`config.mk`:
```
export PLATFORM = sky130hd
export DESIGN_NAME = tpa_fifo
export DESIGN_NICKNAME = d
export VERILOG_FILES = /design/src/sv/tpa_fifo.sv
export SDC_FILE = /design/constraint.sdc
export NUM_CORES = 1
export LEC_CHECK = 0
export ABC_AREA = 0
export BUFFER_PORTS_ARGS = -buffer_cell sky130_fd_sc_hd__buf_4
export CORE_MARGIN = 4
export CORE_UTILIZATION = 48
export CTS_CLUSTER_SIZE = 12
export DETAILED_ROUTE_END_ITERATION = 12
export PLACE_DENSITY = 0.74
export SKIP_LAST_GASP = 1
export SLEW_MARGIN = 10
export SYNTH_ARGS = -nofsm -noshare
export SYNTH_HDL_FRONTEND = slang
export SYNTH_SLANG_ARGS = --single-unit
```
`constraint.sdc`:
```
create_clock -name clk_i -period 1.99 [get_ports clk_i]
set_input_delay 0.398 -clock clk_i [delete_from_list [all_inputs] [get_ports clk_i]]
set_output_delay 0.398 -clock clk_i [all_outputs]
set_load 0.01 [all_outputs]
```
`src/sv/tpa_fifo.sv`:
```
// Small register queue with push/full and pop/empty sides.
`timescale 1ns / 1ps
module tpa_fifo #(
  parameter int Width = 8,
  parameter int Depth = 2
) (
  input  logic             clk_i,
  input  logic             rst_ni,
  input  logic             push_i,
  input  logic [Width-1:0] wdata_i,
  output logic             full_o,
  input  logic             pop_i,
  output logic [Width-1:0] rdata_o,
  output logic             empty_o
);
  localparam int PtrW = (Depth > 1) ? $clog2(Depth) : 1;

  logic [Width-1:0] mem_q [Depth];
  logic [PtrW-1:0]  wptr_q, rptr_q;
  logic [PtrW:0]    cnt_q;
  logic             do_push, do_pop;

  assign full_o  = (cnt_q == (PtrW+1)'(Depth));
  assign empty_o = (cnt_q == '0);
  assign do_push = push_i && !full_o;
  assign do_pop  = pop_i && !empty_o;
  assign rdata_o = mem_q[rptr_q];

  always_ff @(posedge clk_i) begin
    if (do_push) begin
      mem_q[wptr_q] <= wdata_i;
    end
  end

  always_ff @(posedge clk_i or negedge rst_ni) begin
    if (!rst_ni) begin
      wptr_q <= '0;
      rptr_q <= '0;
      cnt_q  <= '0;
    end else begin
      if (do_push) begin
        wptr_q <= (wptr_q == PtrW'(Depth - 1)) ? '0 : wptr_q + 1'b1;
      end
      if (do_pop) begin
        rptr_q <= (rptr_q == PtrW'(Depth - 1)) ? '0 : rptr_q + 1'b1;
      end
      if (do_push && !do_pop) begin
        cnt_q <= cnt_q + 1'b1;
      end else if (do_pop && !do_push) begin
        cnt_q <= cnt_q - 1'b1;
      end
    end
  end
endmodule

```
==> flow_metrics.env <==
export IMPL_status="finished clean"
export IMPL_crit_start="rptr_q"
export IMPL_critical_path_required_ps=1590
export IMPL_ys_top_cells_by_area="edfxtp_1, dfrtp_1, mux2_1"
export IMPL_drt_pass1_iterations=4
export IMPL_slowest_stage="dfrtp_1"
export IMPL_synth_top_area_frac=0.614
export IMPL_postCtsSetupRepairBufs=0
export IMPL_syn_inst=44
export IMPL_timing_final_crit_share=0.901
export IMPL_final_cells=86
export IMPL_grt_usage=0.110
export IMPL_cts_sinks=20
export IMPL_clk_pin_slew_worst_paths_ps=100
export IMPL_drc_errors=0
export IMPL_ant_nets=0
export IMPL_cts_made_buffers=3
export IMPL_io_buffer_count=21
export IMPL_start_kind="flop"
export IMPL_drt_iter0_markers=7
export IMPL_worstReg2RegStart="cnt_q[0]"
export IMPL_crit_fanout=9
export IMPL_synth_distinct_cells=15
export IMPL_grt_pass1_wl_mm=1.94
export IMPL_min_to="mem_q[1][5]"
export IMPL_via_count=426
export IMPL_holdBufCountCts=1
export IMPL_setup_viol=0
export IMPL_timing_hold_ws_ps=283
export IMPL_rrSetupSlack_ps=490
export IMPL_synth_area_leader_cell="edfxtp_1"
export IMPL_route_met2_wl_um=633
export IMPL_syn2layout_area_growth_pct=27.7
export IMPL_wl_met3_um=70
export IMPL_detail_route_vias_per_cell=4.95
export IMPL_dieHeight_um=48.4
export IMPL_cts_htree_levels=1
export IMPL_drt_met1_wl_um=438
export IMPL_grt_pass1_vias=457
export IMPL_grt_max_degree=12
export IMPL_cts_resized=0
export IMPL_drt_total_wl_mm=1.17
export IMPL_overflow=0
export IMPL_hold_path_class="in2reg"
export IMPL_synthesis_area_um2=782
export IMPL_drv_cap=0
export IMPL_cts_tree="yes"
export IMPL_p_per_area_nw_per_um2=1360
export IMPL_top_layer_used="met4"
export IMPL_fmax_mhz=558
export IMPL_drv_slew=0
export IMPL_start_util=0.513
export IMPL_crit_type="reg2out"
export IMPL_r2r_cells=7
export IMPL_p_leak_nw=0.416
export IMPL_finalHoldViolations=0
export IMPL_syn_num_nets=57
export IMPL_io_pins=22
export IMPL_synth_seq_cells=20
export IMPL_wl_per_cell_um=13.6
export IMPL_worst_path_buf_inv=1
export IMPL_ys_warn_count=0
export IMPL_clock_path_buffers=2
export IMPL_gp_congestion=0.625
export IMPL_num_rows=14
export IMPL_cp_arrival_ps=1390
export IMPL_rsz0062_at_grt="no"
export IMPL_reg2reg_to="cnt_q[1]"
export IMPL_critPathMaxStageDelay_ps=580
export IMPL_fp_dieW_um=48.4
export IMPL_dp_hpwl_um=896
export IMPL_setup_slack_ps=198
export IMPL_antenna_found_initial=0
export IMPL_nNetsFinal=84
export IMPL_clock_root_buffer="clkbuf_4"
export IMPL_synth_avg_cell_area_um2=17.8
export IMPL_dieArea_um2=2340
export IMPL_placed_cells=81
export IMPL_vdd_drop_max_uv=833
export IMPL_diodes=0
export IMPL_maxSlewHeadroom=0.749
export IMPL_dpl_worst_slack_ps=499
export IMPL_path_cells="mux2_2, buf_4"
export IMPL_worst_slew_pin_slew_ps=376
export IMPL_cp_top_family="flip-flops"
export IMPL_whs_path_depth=1
export IMPL_min_period_ps=1790
export IMPL_holdCritStartpoint="wdata_i[5]"
export IMPL_worstSkewPairLatency_ps=290
export IMPL_skew_ps=1.39
export IMPL_fin_setup_tns_ps=0
export IMPL_core_area_um2=1520
export IMPL_ys_seq_area_frac=0.742
export IMPL_drive_gt1_frac=0.414
export IMPL_endpoint_kind="primary output"
cells by family after synthesis:
kind of cell	share of synthesized area
AOI/OAI and AO/OA	0.00639
xor gates and xnor gates	0.0656
adders and majority gates	0.0160
buffers and inverters	0.0160
DFF	0.742
muxes	0.115
and+or+nand+nor	0.0384
area by class of cell:
class | instances | area, um2
clock buffers | 3 | 22.5
clock inverters | 1 | 3.75
fillers | 119 | 526
inverters | 2 | 7.51
multi-input cells | 21 | 189
flip-flops and latches | 20 | 581
well taps | 16 | 20.0
repair buffers | 23 | 175
state kept, by name, indices dropped and copies added, names as in the netlist:
register,cells
mem_q,16
wptr_q,1
cnt_q,2
rptr_q,1
power breakdown:
| part | total [W] | internal [W] | switching, W |
|---|---|---|---|
| Clock | 0.000185 | 0.0000730 | 0.000113 |
| Combinational | 0.000494 | 0.000279 | 0.000215 |
| Sequential | 0.000674 | 0.000585 | 0.0000892 |
| Total | 0.00135 | 0.000936 | 0.000417 |
metrics by stage:
stage	util	instance area, um2	power (W)
6_report	0.655	998	0.00135
5_1_grt	0.655	998	0.00146
4_1_cts	0.655	998	0.00138
3_5_place_dp	0.631	962	0.00119
3_3_place_gp	0.631	962	0.00117
2_1_floorplan	-	782	0.000968
placed cells by master, fill, tap and decap left out:
cell type	netlist	routed
mux2_2	2	2
xnor2_1	2	2
nand2_2	1	1
o21ai_1	1	1
dfrtp_1	4	4
dlygate4sd3_1	0	1
buf_4	0	22
nor2_1	3	3
clkbuf_4	0	3
ha_1	1	1
xor2_1	2	2
and3_1	1	1
edfxtp_1	16	16
inv_1	2	2
clkinv_1	0	1
mux2_1	6	6
xnor2_2	1	1
nand2b_1	1	1
metal layers:
layer / GRT usage / vias up
li1: - / 209
met1: 0.117 / 201
met2: 0.183 / 12
met3: 0.0368 / 4
met4: 0.0691 / 0
met5: 0 / -
worst max path at each step:
stage / endpoint / slack (ps) / cells past startpoint
after CTS: rdata_o[7] / 160 / 2
after detailed placement: rdata_o[7] / 500 / 2
after global routing: rdata_o[7] / 90 / 2
final: rdata_o[7] / 200 / 2
after global placement: mem_q[0][0] / 510 / 4
after floorplan: mem_q[0][0] / 600 / 3
cells in the mapped netlist, drive strengths merged:
| library cell | count |
|---|---|
| and3 | 1 |
| buf | 1 |
| dfrtp | 4 |
| edfxtp | 16 |
| ha | 1 |
| inv | 2 |
| mux2 | 8 |
| nand2 | 1 |
| nand2b | 1 |
| nor2 | 3 |
| o21ai | 1 |
| xnor2 | 3 |
| xor2 | 2 |
Power figures use the tool's default switching activity.
