[config.mk]
export PLATFORM = sky130hd
export DESIGN_NAME = tpa_front
export DESIGN_NICKNAME = d
export VERILOG_FILES = /design/src/sv/tpa_pkg.sv /design/src/sv/tpa_front.sv
export SDC_FILE = /design/constraint.sdc
export NUM_CORES = 1
export LEC_CHECK = 0
export BUFFER_PORTS_ARGS = -buffer_cell sky130_fd_sc_hd__buf_4
export CAP_MARGIN = 25
export CELL_PAD_IN_SITES_DETAIL_PLACEMENT = 0
export CELL_PAD_IN_SITES_GLOBAL_PLACEMENT = 2
export CORE_MARGIN = 10
export CORE_UTILIZATION = 31
export DETAILED_ROUTE_END_ITERATION = 8
export MAX_ROUTING_LAYER = met4
export PLACE_DENSITY = 0.89
export SYNTH_ARGS = -nofsm -noshare
export SYNTH_HDL_FRONTEND = slang
export SYNTH_SLANG_ARGS = --single-unit
export TNS_END_PERCENT = 1
[constraint.sdc]
create_clock -name clk_i -period 7.3 [get_ports clk_i]
set_clock_uncertainty 0.1 [all_clocks]
set_input_delay 0.73 -clock clk_i [delete_from_list [all_inputs] [get_ports clk_i]]
set_output_delay 0.73 -clock clk_i [all_outputs]
set_load 0.005 [all_outputs]
[src/sv/tpa_pkg.sv]
// Shared types and constants of the triangle perimeter and area block.
`timescale 1ns / 1ps
package tpa_pkg;

  localparam int CoordBits = 16;
  localparam int LenW      = 25;
  localparam int PerW      = 27;
  localparam int AreaW     = 40;

  typedef struct packed {
    logic signed [CoordBits-1:0] line1_start_x;
    logic signed [CoordBits-1:0] line1_start_y;
    logic signed [CoordBits-1:0] line1_end_x;
    logic signed [CoordBits-1:0] line1_end_y;
    logic signed [CoordBits-1:0] line2_start_x;
    logic signed [CoordBits-1:0] line2_start_y;
    logic signed [CoordBits-1:0] line2_end_x;
    logic signed [CoordBits-1:0] line2_end_y;
    logic signed [CoordBits-1:0] line3_start_x;
    logic signed [CoordBits-1:0] line3_start_y;
    logic signed [CoordBits-1:0] line3_end_x;
    logic signed [CoordBits-1:0] line3_end_y;
  } in_t;

  typedef struct packed {
    logic             is_triangle;
    logic [LenW-1:0]  length_one;
    logic [LenW-1:0]  length_two;
    logic [LenW-1:0]  length_three;
    logic [PerW-1:0]  perimeter;
    logic [AreaW-1:0] area;
  } out_t;

  // Absolute coordinate differences of the three segments.
  typedef struct packed {
    logic [CoordBits-1:0] dx1;
    logic [CoordBits-1:0] dy1;
    logic [CoordBits-1:0] dx2;
    logic [CoordBits-1:0] dy2;
    logic [CoordBits-1:0] dx3;
    logic [CoordBits-1:0] dy3;
  } diff_t;

endpackage

[src/sv/tpa_front.sv]
// Front end: takes requests and forms the absolute coordinate differences.
`timescale 1ns / 1ps
module tpa_front
  import tpa_pkg::*;
(
  input  logic  clk_i,
  input  logic  rst_ni,
  input  logic  push_i,
  input  in_t   in_data_i,
  output logic  full_o,
  output logic  valid_o,
  output diff_t diff_o,
  input  logic  qfull_i
);
  logic  valid_q;
  diff_t diff_q, diff_d;
  logic  ready;

  function automatic logic [CoordBits-1:0] absdiff(logic signed [CoordBits-1:0] a,
                                                    logic signed [CoordBits-1:0] b);
    logic signed [CoordBits:0] d;
    logic signed [CoordBits:0] n;
    d = {a[CoordBits-1], a} - {b[CoordBits-1], b};
    n = -d;
    return d[CoordBits] ? n[CoordBits-1:0] : d[CoordBits-1:0];
  endfunction

  always_comb begin
    diff_d.dx1 = absdiff(in_data_i.line1_start_x, in_data_i.line1_end_x);
    diff_d.dy1 = absdiff(in_data_i.line1_start_y, in_data_i.line1_end_y);
    diff_d.dx2 = absdiff(in_data_i.line2_start_x, in_data_i.line2_end_x);
    diff_d.dy2 = absdiff(in_data_i.line2_start_y, in_data_i.line2_end_y);
    diff_d.dx3 = absdiff(in_data_i.line3_start_x, in_data_i.line3_end_x);
    diff_d.dy3 = absdiff(in_data_i.line3_start_y, in_data_i.line3_end_y);
  end

  assign ready   = !valid_q || !qfull_i;
  assign full_o  = !ready;
  assign valid_o = valid_q;
  assign diff_o  = diff_q;

  always_ff @(posedge clk_i) begin
    if (push_i && ready) begin
      diff_q <= diff_d;
    end
  end

  always_ff @(posedge clk_i or negedge rst_ni) begin
    if (!rst_ni) begin
      valid_q <= 1'b0;
    end else if (ready) begin
      valid_q <= push_i;
    end
  end
endmodule

==> flow_summary.ini <==
[clocking]
postCtsHoldBufs = 0
clockBufferDepth = 2
cts_resized = 0
clk_pin_slew_worst_paths_ns = 0.07
cts-root-buf = clkbuf_16
post-cts-setup-buffer-count = 0
clock-sinks = 97
htreeDepth = 3
cts_inserted_buffers = 9
cts_tree = built
clkLatencyLatePin_ns = 0.36

[setup_path]
path_class = input pin to register
path_buf_inv = 3
cp_top_family = compound AO/OA/AOI/OAI gates
critPathRequiredTime_ns = 7.29
slowest_delay_ns = 0.43
worstRegToRegCells = 3
critPathArrivalTime_ns = 3.81
worst_setup_path_start_kind = input pin
end_kind = register
critPathMaxFanout = 15
crit_slowest_cell = a311oi_2
cp.depth = 14
crit_path_cell_trace = buf_4 > inv_1 > ha_1 > inv_1 > fa_1 > a21o_1 > a311oi_2 > o211a_1 > a21oi_1 > o31ai_1 > nor2b_1 > a21o_1 > o21ai_0 > xnor2_1

[yosys]
synth.distinct_cells = 85
synth_top_family_by_area = compound AO/OA/AOI/OAI gates
synth_cells = 1171
avgSynthCellArea_um2 = 8.69
syn_area_um2 = 10200
synth_compound_area_share_pct = 20.8
yosys_warnings = 0
synthAdderAreaFrac_pct = 13.7
ys_seq_elements = 97
synth_nets = 1475
synth_area_leaders = edfxtp_1 28%, ha_1 13%, xnor2_1 8.4%
synth-edff-count = 96
synth_top_area_share_pct = 28.3
synthSimpleGateAreaFrac_pct = 17.3
yosysTopAreaCell = edfxtp_1
synth_xor_area_share_pct = 12.6
ys_seq_area_share_pct = 28.6
ys.flop_type = edfxtp_1
synth-async-reset-ratio_pct = 1.03
synth_mux_area_share_pct = 0.836

[timing]
rsz0062_at_grt = no
max_freq_mhz = 261
slew_headroom_pct = 33.4
post-route-min-period_ns = 3.83
maxSlewViolCount = 0
setup_viol = 0
finalHoldViolations = 0
fin_crit_sh_pct = 52.4
tightest_slew_ns = 0.999
fin_tns_setup_ns = 0

[floorplanning]
boundaryPins = 294
die_w_um = 201
start_util_pct = 31.4
die-height_um = 201
die_area_um2 = 40500
num_rows = 66
core-area_um2 = 32500

[pwr]
power_density_nw_per_um2 = 178
p_leak_nw = 5.85
p_sw_w = 0.000817
p_seq_share_pct = 33.0
p_int_w = 0.00154
pwr-share-comb_pct = 44.8
switching_share_pct = 34.7
ir_drop_uv = 117
pwr-share-clk_pct = 22.2

[route]
detail_route.wl_per_cell_um = 16.4
antenna_left = 0
drt-total-wl_mm = 31.4
drt_pass1_iterations = 5
via_count = 9430
first_iter_violations = 429
drc = 0
via_per_inst = 4.94

[global_route]
grt_pass1_vias = 9355
antenna_found_initial = 5
grt_pass1_wl_mm = 49.4
grt_max_degree = 71
grtUsageTotal_pct = 15.3
overflow = 0

[cells_and_area]
nNetsFinal = 1761
final_layout_size_suffix_gt1_share_pct = 23.7
layout_common_cells = 295 x buf_4, 145 x inv_1, 102 x ha_1, 98 x xnor2_1, 96 x edfxtp_1
design_area_um2 = 13200
synthToLayoutAreaGrowth_pct = 29.7
final_common_cell = buf_4

[placed_design]
io_buffers = 293
placed_area_um2 = 12900
dp.final_hpwl_mm = 26.4
gp_congestion = 0.874

[hold_path]
hold_path_class = input pin to async pin

[run_status]
outcome = completed

[run]
cap_violations = 0
-- final cells by class --
cell class / count / area (um^2)
Antenna cell: 5 / 12.5
Clock buffer: 11 / 253
Clock inverter: 5 / 60.1
Fill cell: 3358 / 19300
Inverter: 145 / 544
Multi-Input combinational cell: 909 / 6650
Sequential cell: 97 / 2910
Tap cell: 442 / 553
Timing Repair Buffer: 295 / 2210
-- state kept, by name, summed over array words and instances, names as in the netlist --
register,cells
valid_o,1
diff_o,96
-- synth_stat cells, drive strengths merged (14+ instances only) --
| cell type | number |
|---|---|
| nand3 | 31 |
| o21ai | 69 |
| a21oi | 63 |
| a21o | 15 |
| o21a | 20 |
| nand2 | 81 |
| edfxtp | 96 |
| nand2b | 18 |
| ha | 102 |
| xnor2 | 98 |
| nor3 | 36 |
| nor2 | 78 |
| nor2b | 15 |
| clkbuf | 14 |
| o31ai | 16 |
| xor2 | 49 |
| inv | 145 |
-- power groups by stage --
stage	sequential, W	clock (W)	combinational, W
floorplan	0.000796	0	0.000674
global placement	0.000789	0	0.00105
detailed placement	0.000788	0	0.00106
CTS	0.000777	0.000539	0.00107
global route	0.000784	0.000558	0.00118
finish	0.000776	0.000523	0.00106
-- worst paths after layout --
check                                     from    endpoint  slack, ns
worst min-delay path                    rst_ni     valid_o       0.02
worst min register to register         valid_o     valid_o       0.60
worst max register to register         valid_o  diff_o[38]       4.62
max in group asynchronous               rst_ni     valid_o       7.00
worst max-delay path            in_data_i[112]  diff_o[56]       3.47
min in group clk_i                      push_i     valid_o       0.46
-- logic make-up after synthesis --
group | Yosys count
simple gates | 342
compound gates | 304
flops | 97
fa+ha+maj | 108
buf+inv | 165
mux | 8
xor+xnor | 147
-- metal layers --
layer  vias to the layer above  wire [um]  global-route usage, %
li1                       4813          -                      -
met4                         0        365                   3.25
met1                      4379      14600                   19.3
met3                        18       1350                   2.78
met5                         -          0                      -
met2                       220      15100                   25.2
-- worst reg2reg max path: stages, from the launching register on --
cell and delay, ns:
dfrtp_1 0.37, and2_1 0.20, nor2b_4 0.68, buf_4 0.83
-- metrics by stage --
| stage | utilization, % | instances | total power (W) | hold slack, ns | setup slack, ns |
|---|---|---|---|---|---|
| floorplan | - | 1171 | 0.00147 | 0.334 | 1.48 |
| global placement | 39.7 | 1888 | 0.00184 | 0.405 | 3.15 |
| detailed placement | 39.7 | 1888 | 0.00185 | 0.406 | 3.10 |
| CTS | 40.6 | 1904 | 0.00238 | 0.00920 | 3.50 |
| global route | 40.7 | 1909 | 0.00252 | 0.0115 | 3.09 |
| finish | 40.7 | 1909 | 0.00235 | 0.0220 | 3.47 |
Note: power is estimated with default switching activity, not from simulation.
